`config.mk`:
```
export PLATFORM = sky130hd
export DESIGN_NAME = ipv4_cidr_text_parser_core
export DESIGN_NICKNAME = d
export VERILOG_FILES = /design/src/rtl/ipv4cidr_pkg.sv /design/src/rtl/ipv4cidr_step.sv /design/src/rtl/ipv4cidr_pkg_unused_guard.sv /design/src/rtl/ipv4_cidr_text_parser_core.sv
export SDC_FILE = /design/constraint.sdc
export NUM_CORES = 1
export LEC_CHECK = 0
export BUFFER_PORTS_ARGS = -buffer_cell sky130_fd_sc_hd__buf_2
export CAP_MARGIN = 15
export CORE_MARGIN = 3
export CORE_UTILIZATION = 54
export DETAILED_ROUTE_END_ITERATION = 7
export HOLD_SLACK_MARGIN = 0.1
export PLACE_DENSITY = 0.77
export SYNTH_ARGS = -nofsm -noshare
export SYNTH_HDL_FRONTEND = slang
export SYNTH_SLANG_ARGS = --single-unit
```
`constraint.sdc`:
```
create_clock -name clk -period 3.7 [get_ports clk]
set_input_delay 0.74 -clock clk [delete_from_list [all_inputs] [get_ports clk]]
set_output_delay 0.74 -clock clk [all_outputs]
set_load 0.02 [all_outputs]
```
`src/rtl/ipv4cidr_pkg.sv`:
```
// Package with the types and constants shared by the IPv4 CIDR text parser modules.
package ipv4cidr_pkg;

	localparam int unsigned ADDR_W   = 32;
	localparam int unsigned OCTET_W  = 8;
	localparam int unsigned PLEN_W   = 6;
	localparam int unsigned BYTE_W   = 8;
	localparam int unsigned OUT_W    = 40;

	localparam logic [BYTE_W-1:0] CHAR_NUL   = 8'h00;
	localparam logic [BYTE_W-1:0] CHAR_DOT   = 8'h2e;
	localparam logic [BYTE_W-1:0] CHAR_SLASH = 8'h2f;
	localparam logic [BYTE_W-1:0] CHAR_ZERO  = 8'h30;
	localparam logic [BYTE_W-1:0] CHAR_NINE  = 8'h39;

	localparam logic [11:0]       OCTET_MAX  = 12'd255;
	localparam logic [8:0]        PREFIX_MAX = 9'd32;
	localparam logic [PLEN_W-1:0] PLEN_FULL  = 6'd32;
	localparam logic [ADDR_W-1:0] FULL_MASK  = 32'hffff_ffff;

	// Parse phase, one-hot.
	typedef enum logic [5:0] {
		PH_OCT0   = 6'b000001,
		PH_OCT1   = 6'b000010,
		PH_OCT2   = 6'b000100,
		PH_OCT3   = 6'b001000,
		PH_PREFIX = 6'b010000,
		PH_ERROR  = 6'b100000
	} phase_t;

	// Parser state carried from one character to the next.
	typedef struct packed {
		phase_t              phase;
		logic [OCTET_W-1:0]  dec_acc;
		logic [ADDR_W-1:0]   addr;
		logic [PLEN_W-1:0]   pfx_acc;
		logic                digit_seen;
	} parse_state_t;

	// One parse result.
	typedef struct packed {
		logic                parse_ok;
		logic [PLEN_W-1:0]   prefix_length;
		logic [ADDR_W-1:0]   network_address;
	} parse_result_t;

	localparam parse_state_t STATE_RESET = '{
		phase:      PH_OCT0,
		dec_acc:    '0,
		addr:       '0,
		pfx_acc:    '0,
		digit_seen: 1'b0
	};

endpackage

```
`src/rtl/ipv4cidr_step.sv`:
```
// Next-state and result logic of the parser for one character.
module ipv4cidr_step
	import ipv4cidr_pkg::*;
(
	input  parse_state_t        cur,
	input  logic [BYTE_W-1:0]   text_byte,
	output parse_state_t        nxt,
	output logic                emit,
	output parse_result_t       res
);

	logic                is_digit;
	logic [3:0]          digit;
	logic [11:0]         dec_v;
	logic [8:0]          pfx_v;
	logic [ADDR_W-1:0]   addr_join;
	logic [PLEN_W-1:0]   mask_shift;

	// Decimal digit decode and times-ten accumulation by shifts.
	assign is_digit   = (text_byte >= CHAR_ZERO) && (text_byte <= CHAR_NINE);
	assign digit      = is_digit ? 4'(text_byte - CHAR_ZERO) : 4'd0;
	assign dec_v      = ({4'd0, cur.dec_acc} << 3) + ({4'd0, cur.dec_acc} << 1)
		+ {8'd0, digit};
	assign pfx_v      = ({3'd0, cur.pfx_acc} << 3) + ({3'd0, cur.pfx_acc} << 1)
		+ {5'd0, digit};
	assign addr_join  = {cur.addr[ADDR_W-OCTET_W-1:0], cur.dec_acc};
	assign mask_shift = PLEN_FULL - cur.pfx_acc;

	// Phase update for the current character.
	always_comb begin
		nxt  = cur;
		emit = 1'b0;
		res  = '0;
		unique case (cur.phase) inside
			PH_OCT0, PH_OCT1, PH_OCT2, PH_OCT3: begin
				if (is_digit) begin
					if (dec_v > OCTET_MAX) begin
						nxt.phase = PH_ERROR;
					end else begin
						nxt.dec_acc    = dec_v[OCTET_W-1:0];
						nxt.digit_seen = 1'b1;
					end
				end else if (text_byte == CHAR_DOT && cur.phase != PH_OCT3
					&& cur.digit_seen) begin
					nxt.addr       = addr_join;
					nxt.dec_acc    = '0;
					nxt.digit_seen = 1'b0;
					nxt.phase      = phase_t'({cur.phase[4:0], 1'b0});
				end else if (text_byte == CHAR_SLASH && cur.phase == PH_OCT3
					&& cur.digit_seen) begin
					nxt.addr       = addr_join;
					nxt.dec_acc    = '0;
					nxt.pfx_acc    = '0;
					nxt.digit_seen = 1'b0;
					nxt.phase      = PH_PREFIX;
				end else if (text_byte == CHAR_NUL) begin
					emit = 1'b1;
					nxt  = STATE_RESET;
					if (cur.phase == PH_OCT3 && cur.digit_seen) begin
						res.network_address = addr_join;
						res.prefix_length   = PLEN_FULL;
						res.parse_ok        = 1'b1;
					end
				end else begin
					nxt.phase = PH_ERROR;
				end
			end
			PH_PREFIX: begin
				if (is_digit) begin
					if (pfx_v > PREFIX_MAX) begin
						nxt.phase = PH_ERROR;
					end else begin
						nxt.pfx_acc    = pfx_v[PLEN_W-1:0];
						nxt.digit_seen = 1'b1;
					end
				end else if (text_byte == CHAR_NUL) begin
					emit = 1'b1;
					nxt  = STATE_RESET;
					if (cur.digit_seen && cur.pfx_acc != '0) begin
						res.network_address = cur.addr & (FULL_MASK << mask_shift);
						res.prefix_length   = cur.pfx_acc;
						res.parse_ok        = 1'b1;
					end
				end else begin
					nxt.phase = PH_ERROR;
				end
			end
			default: begin
				// Error phase and unused codes wait for the terminator.
				if (text_byte == CHAR_NUL) begin
					emit = 1'b1;
					nxt  = STATE_RESET;
				end else begin
					nxt.phase = PH_ERROR;
				end
			end
		endcase
	end

endmodule

```
`src/rtl/ipv4cidr_pkg_unused_guard.sv`:
```
// Output stage that holds one parse result until the receiver takes it.
module ipv4cidr_out_reg
	import ipv4cidr_pkg::*;
(
	input  logic           clk,
	input  logic           arst_n,
	input  logic           load,
	input  parse_result_t  load_res,
	input  logic           ready,
	output logic           valid,
	output logic           free,
	output parse_result_t  res
);

	logic          valid_q;
	parse_result_t res_q;

	assign free  = !valid_q || ready;
	assign valid = valid_q;
	assign res   = res_q;

	// Valid flag: set on a load, cleared once the result is taken.
	always_ff @(posedge clk or negedge arst_n) begin
		if (!arst_n) begin
			valid_q <= 1'b0;
		end else if (load) begin
			valid_q <= 1'b1;
		end else if (ready) begin
			valid_q <= 1'b0;
		end
	end

	// Result payload.
	always_ff @(posedge clk) begin
		if (load) begin
			res_q <= load_res;
		end
	end

endmodule

```
`src/rtl/ipv4_cidr_text_parser_core.sv`:
```
// Top level of the IPv4 CIDR text parser.
//
// The block reads the text of a dotted-decimal IPv4 address, one ASCII
// character per request on the s_ channel, optionally followed by a
// "/prefix" suffix and always ended by a zero byte. Every character but the
// zero byte only updates the parser state. The zero byte yields one result
// request on the m_ channel: the address ANDed with the prefix mask, the
// prefix length (32 when none is given) and a parse_ok flag; a malformed
// string gives a result with all fields zero. The parser then starts over.
//
// Throughput is one character per cycle unless a terminator waits for a full
// output register. A character is captured in an input register, the
// next-state logic works on it there, and a terminator's result is loaded
// into the output register, which offers it on the m_ channel. The output
// register decouples the sides: a stalled receiver holds back only a
// terminator waiting in the input register, while other characters flow.
// Reset clears the parser state and both channel valid flags.
module ipv4_cidr_text_parser_core
	import ipv4cidr_pkg::*;
(
	input  logic             clk,
	input  logic             arst_n,
	input  logic             s_tvalid,
	output logic             s_tready,
	input  logic [7:0]       s_tdata,   // [7:0] text_byte
	output logic             m_tvalid,
	input  logic             m_tready,
	output logic [OUT_W-1:0] m_tdata    // [31:0] network_address, [37:32] prefix_length,
	                                    // [38] parse_ok, [39] zero
);

	logic [BYTE_W-1:0] byte_s1;
	logic              valid_s1;
	parse_state_t      state_q;
	parse_state_t      state_nxt;
	logic              emit;
	parse_result_t     step_res;
	parse_result_t     out_res;
	logic              out_free;
	logic              advance;
	logic              load;

	ipv4cidr_step u_step (
		.cur       (state_q),
		.text_byte (byte_s1),
		.nxt       (state_nxt),
		.emit      (emit),
		.res       (step_res)
	);

	// A staged character moves on unless it is a terminator facing a full output.
	assign advance  = valid_s1 && (!emit || out_free);
	assign load     = advance && emit;
	assign s_tready = !valid_s1 || advance;

	// Input register.
	always_ff @(posedge clk or negedge arst_n) begin
		if (!arst_n) begin
			valid_s1 <= 1'b0;
		end else if (s_tready) begin
			valid_s1 <= s_tvalid;
		end
	end

	always_ff @(posedge clk) begin
		if (s_tready && s_tvalid) begin
			byte_s1 <= s_tdata;
		end
	end

	// Parser state.
	always_ff @(posedge clk or negedge arst_n) begin
		if (!arst_n) begin
			state_q <= STATE_RESET;
		end else if (advance) begin
			state_q <= state_nxt;
		end
	end

	ipv4cidr_out_reg u_out (
		.clk      (clk),
		.arst_n   (arst_n),
		.load     (load),
		.load_res (step_res),
		.ready    (m_tready),
		.valid    (m_tvalid),
		.free     (out_free),
		.res      (out_res)
	);

	assign m_tdata = {1'b0, out_res.parse_ok, out_res.prefix_length,
		out_res.network_address};

	// A failed parse reports all fields as zero.
	a_invalid_zero: assert property (@(posedge clk) disable iff (!arst_n)
		(m_tvalid && !out_res.parse_ok) |->
		(out_res.network_address == '0 && out_res.prefix_length == '0))
		else $error("invalid result carries nonzero fields");

	// A good parse has a prefix length between 1 and 32.
	a_ok_plen: assert property (@(posedge clk) disable iff (!arst_n)
		(m_tvalid && out_res.parse_ok) |->
		(out_res.prefix_length != '0 && out_res.prefix_length <= PLEN_FULL))
		else $error("prefix length out of range on a good result");

	// The parser restarts after every terminator.
	a_restart: assert property (@(posedge clk) disable iff (!arst_n)
		load |=> (state_q.phase == PH_OCT0 && !state_q.digit_seen
		&& state_q.addr == '0))
		else $error("parser state not cleared after terminator");

	// The input side stalls only behind a terminator and a blocked output.
	a_stall_cause: assert property (@(posedge clk) disable iff (!arst_n)
		!s_tready |-> (valid_s1 && emit && m_tvalid && !m_tready))
		else $error("input stalled without a blocked result");

endmodule
```
==> results of run 1 <==
==> cells in the mapped netlist, types with 10 or more instances <==
| cell type | n | share of area |
|---|---|---|
| nand3_1 | 10 | 0.0092 |
| edfxtp_1 | 47 | 0.26 |
| ha_1 | 28 | 0.065 |
| a22o_1 | 42 | 0.068 |
| clkbuf_1 | 10 | 0.0069 |
| a21oi_1 | 10 | 0.0092 |
| inv_1 | 22 | 0.015 |
| nor3_1 | 10 | 0.0092 |
| nand2_1 | 29 | 0.020 |
| a32o_1 | 26 | 0.048 |
| dfrtp_1 | 54 | 0.25 |
| o21ai_0 | 13 | 0.012 |
| nor2_1 | 27 | 0.019 |
==> worst min path at each step <==
stage / startpoint / to / cells after the start
after floorplan: arst_n / state_q[0] / 0
after global placement: state_q[34] / state_q[34] / 1
after detailed placement: state_q[34] / state_q[34] / 1
after CTS: arst_n / valid_s1 / 1
after global routing: arst_n / state_q[50] / 1
final: arst_n / state_q[50] / 1
==> through the flow <==
stage / cell area, um^2 / worst slack (ps) / hold WS, ps
5_1_grt: 6220 / -68.2 / 512
2_1_floorplan: 5430 / 16.8 / 444
3_3_place_gp: 5820 / 42.2 / 488
3_5_place_dp: 5820 / -97.6 / 497
4_1_cts: 6020 / 11.9 / 483
6_report: 6220 / 44.3 / 460
==> sequential cells by signal, indices dropped and copies added, names as in the netlist <==
register / cells
state_q: 53
u_out.res: 39
byte_s1: 8
u_out.valid: 1
valid_s1: 1
==> cells by family (layout without fill, tap and decap cells) <==
kind of cell,Yosys count,count (layout)
AO/OA/AOI/OAI,128,128
XOR/XNOR,16,16
adder cells (fa/ha/maj),32,32
buffers and inverters,49,115
flip-flops,102,102
multiplexers,6,6
other,1,1
AND/OR/NAND/NOR,129,129
==> cell type report <==
type                       count  area (um^2)  area share
sequential                   102         2790       0.448
multi-input combinational    312         2520       0.406
timing repair buffer          77          475      0.0764
tap                          129          161      0.0259
clock buffer                   9          124      0.0199
inverter                      22         82.6      0.0133
clock inverter                 7         66.3      0.0107
==> report_power, final <==
group | internal, mW | switching [mW] | total [mW]
clock | 0.260 | 0.412 | 0.672
sequential | 1.19 | 0.00612 | 1.19
combinational | 0.0245 | 0.0375 | 0.0620
==> cell usage in the layout, fill, tap and decap left out, drive strengths merged, types with 7 or more instances in the layout <==
master	synthesis	final
nor2	29	29
xor2	8	8
edfxtp	47	47
xnor2	8	8
and2	10	10
nand2b	11	11
inv	22	25
a21oi	10	10
clkbuf	10	9
nand2	29	29
a22o	42	42
o2bb2ai	7	7
buf	17	77
dfrtp	54	54
o21ai	15	15
ha	28	28
nand3	10	10
a32o	26	26
nor3	10	10
==> per-layer routing <==
layer | vias to the layer above | GRT usage | routed length (um)
met1 | 2001 | 0.289 | 5190
li1 | 1887 | - | -
met2 | 148 | 0.353 | 5930
met3 | 18 | 0.0449 | 636
met4 | 0 | 0.0611 | 196
met5 | - | 0 | 0
==> what timing repair did <==
item	4_1_cts	5_1_grt
endpoints found under the setup margin	17	20
pin swaps	1	12
buffers inserted	0	8
resized for setup	4	28
==> impl_metrics.yaml, run 1 <==
place:
  io_buffers: 52
  dp.cells: 633
  gp_congestion: 0.886
  hpwlAfterDp_mm: 8.24
synth:
  synthAdderAreaFrac: 0.0793
  synth.area.mux_share: 0.0115
  yosysWarnings: 0
  synthSimpleGateAreaFrac: 0.128
  avgSynthCellArea_um2: 11.7
  synth-compound-area-share: 0.194
  synth_nets: 507
  synth_edf_count: 47
  syn-instance-count: 463
  ys_types: 67
  synth_seq_cells: 102
  ys.flop_type: "dfrtp_1"
  synth_xor_area_frac: 0.0258
  synth_top_family_by_area: "compound AO/OA/AOI/OAI gates"
  synthArstFlopShare: 0.539
  seq_area_frac_synth: 0.514
  netlist_area_um2: 5430
drt:
  vias: 4054
  via_per_inst: 6.16
  wl_per_cell_um: 18.2
  ant_nets: 0
  dr.pass1.iters: 6
  finalWirelength_mm: 12.0
  route.detailed.drc: 0
  drt-initial-drc-count: 294
cells_and_area:
  finalNonFillerCells: 658
  diodes: 0
  nets: 568
  syn2layout_area_growth_pct: 14.7
  drive_above_1_share: 0.255
  fill_cells: 713
  fin_util: 0.655
global_routing:
  antenna_found_initial: 0
  grt_pass1_vias: 3928
  grt_max_degree: 40
  grt_pass1_wl_mm: 19.6
  grt_usage: 0.215
  grt-ovfl-total: 0
timing:
  fmax_mhz: 274
  rsz0062_at_grt: "true"
  fin_crit_ps: 3660
  layout_worst_path_cycle_share: 0.988
  slew_violations: 0
  setup_viol: 0
  tightest_slew_ps: 1110
  fin_skew_ps: 15.1
  finalHoldViolCount: 0
  slew-limit-headroom: 0.255
  setup_tns_ps: 0
worst_setup_path:
  cp.depth: 15
  crit_required_ps: 3970
  crit_path_start: "byte_s1[2]"
  reg2reg_from: "byte_s1[2]"
  path_class: "flip-flop to flip-flop"
  crit_fanout: 4
  cp_slowest_cell: "fa_2"
  crit_buf_inv: 3
  crit_family: "compound AO/OA/AOI/OAI gates"
  cpPeakStageDelay_ps: 440
  path_cells: "o21ai_2 -> and4_4 -> nand2_4 -> inv_2 -> fa_2 -> fa_2 -> buf_4 -> a211oi_2 -> o21bai_4 -> nor2_1 -> a2111oi_2 -> buf_4 -> a31oi_2 -> o21ai_2 -> mux2_4"
  regToRegSetupSlack_ps: 40
  crit_arrival_ps: 3930
  r2r-end: "state_q[51]"
  endpoint_kind: "flip-flop"
  reg2reg_depth: 15
  startpoint_type: "flip-flop"
  critical_path.endpoint: "state_q[51]"
die:
  die_width_um: 106
  dieArea_um2: 11300
  ios: 54
  fp-row-count: 35
  start_util: 0.571
  core-area_um2: 9500
  fp.dieH_um: 106
pwr:
  design_power_total_mw: 1.93
  cellLeakagePower_nw: 2.81
  ir_drop_uv: 274
  p_per_area_nw_per_um2: 310
outcome:
  status: "completed"
clock_network:
  cts_tree: "done"
  hold_buffers: 0
  cts-htree-levels: 3
  cts.sinks: 102
  clockBufferDepth: 2
  root_buffer: "clkbuf_8"
  insertion_delay_ps: 370
  clkTransAtPathRegs_ps: 110
  cts_made_buffers: 9
worst_hold_path:
  hold_class: "input port to async pin"
flow_run:
  cap_violations: 0
No activity file was read; power rests on OpenSTA's default activity.
==> inputs of run 2 (changes only) <==
--- a/config.mk
+++ b/config.mk
@@ -8,10 +8,10 @@
 export BUFFER_PORTS_ARGS = -buffer_cell sky130_fd_sc_hd__buf_2
 export CAP_MARGIN = 15
 export CORE_MARGIN = 3
-export CORE_UTILIZATION = 54
+export CORE_UTILIZATION = 64
 export DETAILED_ROUTE_END_ITERATION = 7
 export HOLD_SLACK_MARGIN = 0.1
-export PLACE_DENSITY = 0.77
+export PLACE_DENSITY = 0.85
 export SYNTH_ARGS = -nofsm -noshare
 export SYNTH_HDL_FRONTEND = slang
 export SYNTH_SLANG_ARGS = --single-unit
==> constraint.sdc (replaced) <==
create_clock -name clk -period 4.45 [get_ports clk]
set_input_delay 0.89 -clock clk [delete_from_list [all_inputs] [get_ports clk]]
set_output_delay 0.89 -clock clk [all_outputs]
set_load 0.02 [all_outputs]
==> run 2 against run 1 <==
- global-route usage rose by 3.8 points
- hold slack improved by 70 ps
- wire length fell by 0.97%
- clock-buffer cell count rose by 1
- die area fell by 15%
- worst setup slack improved by 300 ps
- clock skew rose by 1.3 ps
- combinational power fell by 43%
- total power fell by 17%
- critical endpoint unchanged
==> impl_metrics.yaml, run 2 (same netlist as run 1, synthesis figures left out) <==
pwr:
  clkPwrFrac: 0.354
  swShare: 0.230
  p_per_area_nw_per_um2: 268
  p_seq_frac: 0.624
  power.switching_uw: 367
  p_int_mw: 1.23
  design_power_total_mw: 1.59
  ir_drop_uv: 193
  combPwrFrac: 0.022
  cellLeakagePower_nw: 2.71
place:
  io_buffers: 52
  dpl_cell_area_um2: 5710
  gp_congestion: 0.883
  place_ws_ps: 319
  hpwlAfterDp_mm: 8.15
timing:
  tightest_slew_ps: 1110
  setup_tns_ps: 0
  slew_violations: 0
  setup_viol: 0
  slew-limit-headroom: 0.259
  fin_crit_ps: 4100
  fin_skew_ps: 16.4
  layout_worst_path_cycle_share: 0.922
  worst_slack_ps: 346
  fmax_mhz: 244
  finalHoldViolCount: 0
  rsz0062_at_grt: "false"
global_routing:
  antenna_found_initial: 0
  grt_max_degree: 40
  grt-ovfl-total: 0
  grt_pass1_vias: 4009
  grt_usage: 0.252
  grt_pass1_wl_mm: 19.8
drt:
  ant_nets: 0
  via_per_inst: 6.59
  finalWirelength_mm: 11.8
  dr.pass1.iters: 5
  route.detailed.drc: 0
  vias: 4047
  drt-initial-drc-count: 344
  wl_per_cell_um: 19.3
cells_and_area:
  diodes: 0
  fin_area_um2: 5940
  regMostFlops: "state_q"
  fin_util: 0.746
  final_cell_mix: "dfrtp_1 (54), buf_2 (52), edfxtp_1 (47), a22o_1 (42), nand2_1 (29)"
  final_common_cell: "dfrtp_1"
  largest_reg_flops: 53
  nets: 551
  drive_above_1_share: 0.191
  syn2layout_area_growth_pct: 9.52
die:
  ios: 54
  dieArea_um2: 9620
  fp.dieH_um: 98.1
  die_width_um: 98.1
  core-area_um2: 7970
  fp-row-count: 32
  start_util: 0.681
clock_network:
  cts_made_buffers: 9
  cts.sinks: 102
  clkTransAtPathRegs_ps: 110
  insertion_delay_ps: 370
  clockBufferDepth: 2
  cts-htree-levels: 3
  root_buffer: "clkbuf_8"
  hold_buffers: 0
  cts_tree: "done"
worst_setup_path:
  regToRegSetupSlack_ps: 350
  startpoint_type: "flip-flop"
  crit_required_ps: 4700
  reg2reg_from: "byte_s1[2]"
  r2r-end: "state_q[51]"
  crit_fanout: 6
  reg2reg_depth: 14
  endpoint_kind: "flip-flop"
  crit_arrival_ps: 4350
  path_class: "flip-flop to flip-flop"
worst_hold_path:
  hp-start: "state_q[35]"
  holdPathEnd: "state_q[35]"
  min_delay_path_depth: 1
  hold_class: "flip-flop to flip-flop"
flow_run:
  cap_violations: 0
outcome:
  status: "completed"
==> run 2: power by group through the flow <==
stage / Combinational (mW) / Clock, mW / Sequential (mW)
after detailed placement: 0.0354 / 0 / 1.01
after CTS: 0.0357 / 0.558 / 0.993
after global placement: 0.0342 / 0 / 1.01
after floorplan: 0.0160 / 0 / 1.01
final: 0.0353 / 0.564 / 0.993
after global routing: 0.0401 / 0.600 / 0.994
==> run 2: final cells by class <==
type | count | area [um^2]
clock inverters | 6 | 53.8
repair buffers | 60 | 340
flip-flops and latches | 102 | 2790
fillers | 558 | 2020
clock buffers | 10 | 138
inverters | 22 | 82.6
multi-input cells | 312 | 2410
well taps | 102 | 128
==> run 2: worst max path at each step <==
stage | to | from | cells past startpoint | slack, ps
floorplan | state_q[51] | byte_s1[2] | 13 | 690
global placement | state_q[51] | byte_s1[2] | 14 | 520
detailed placement | state_q[51] | byte_s1[2] | 14 | 320
CTS | state_q[51] | byte_s1[2] | 14 | 280
global route | state_q[51] | byte_s1[2] | 14 | 20
finish | state_q[51] | byte_s1[2] | 14 | 350
==> run 2: what timing repair did <==
| item | 4_1_cts | 5_1_grt |
|---|---|---|
| buffers inserted | 0 | 0 |
| endpoints found under the setup margin | 0 | 7 |
| gates resized for setup | 0 | 3 |
==> run 2: worst max-delay path: stages (launching register included) <==
cell       delay [ps]
edfxtp_1          460
o21ai_0           250
and4_1            320
nand2_1           110
inv_1             100
fa_1              460
fa_1              500
xor2_1            190
nor4_1            190
o21ai_0           170
a2111oi_2         380
buf_4             180
a31oi_1           110
o21ai_2           210
mux2_2            380
==> run 2: metal layers <==
metal	track usage	routed length (um)	vias up
met2	0.401	5770	188
met1	0.352	4950	1994
li1	-	-	1843
met3	0.0479	951	22
met4	0.0831	158	0
met5	0	0	-
==> run 2: through the flow <==
stage / std cells / hold slack, ps
6_report: 614 / 530
5_1_grt: 614 / 542
4_1_cts: 613 / 523
3_5_place_dp: 597 / 500
3_3_place_gp: 597 / 488
2_1_floorplan: 463 / 473
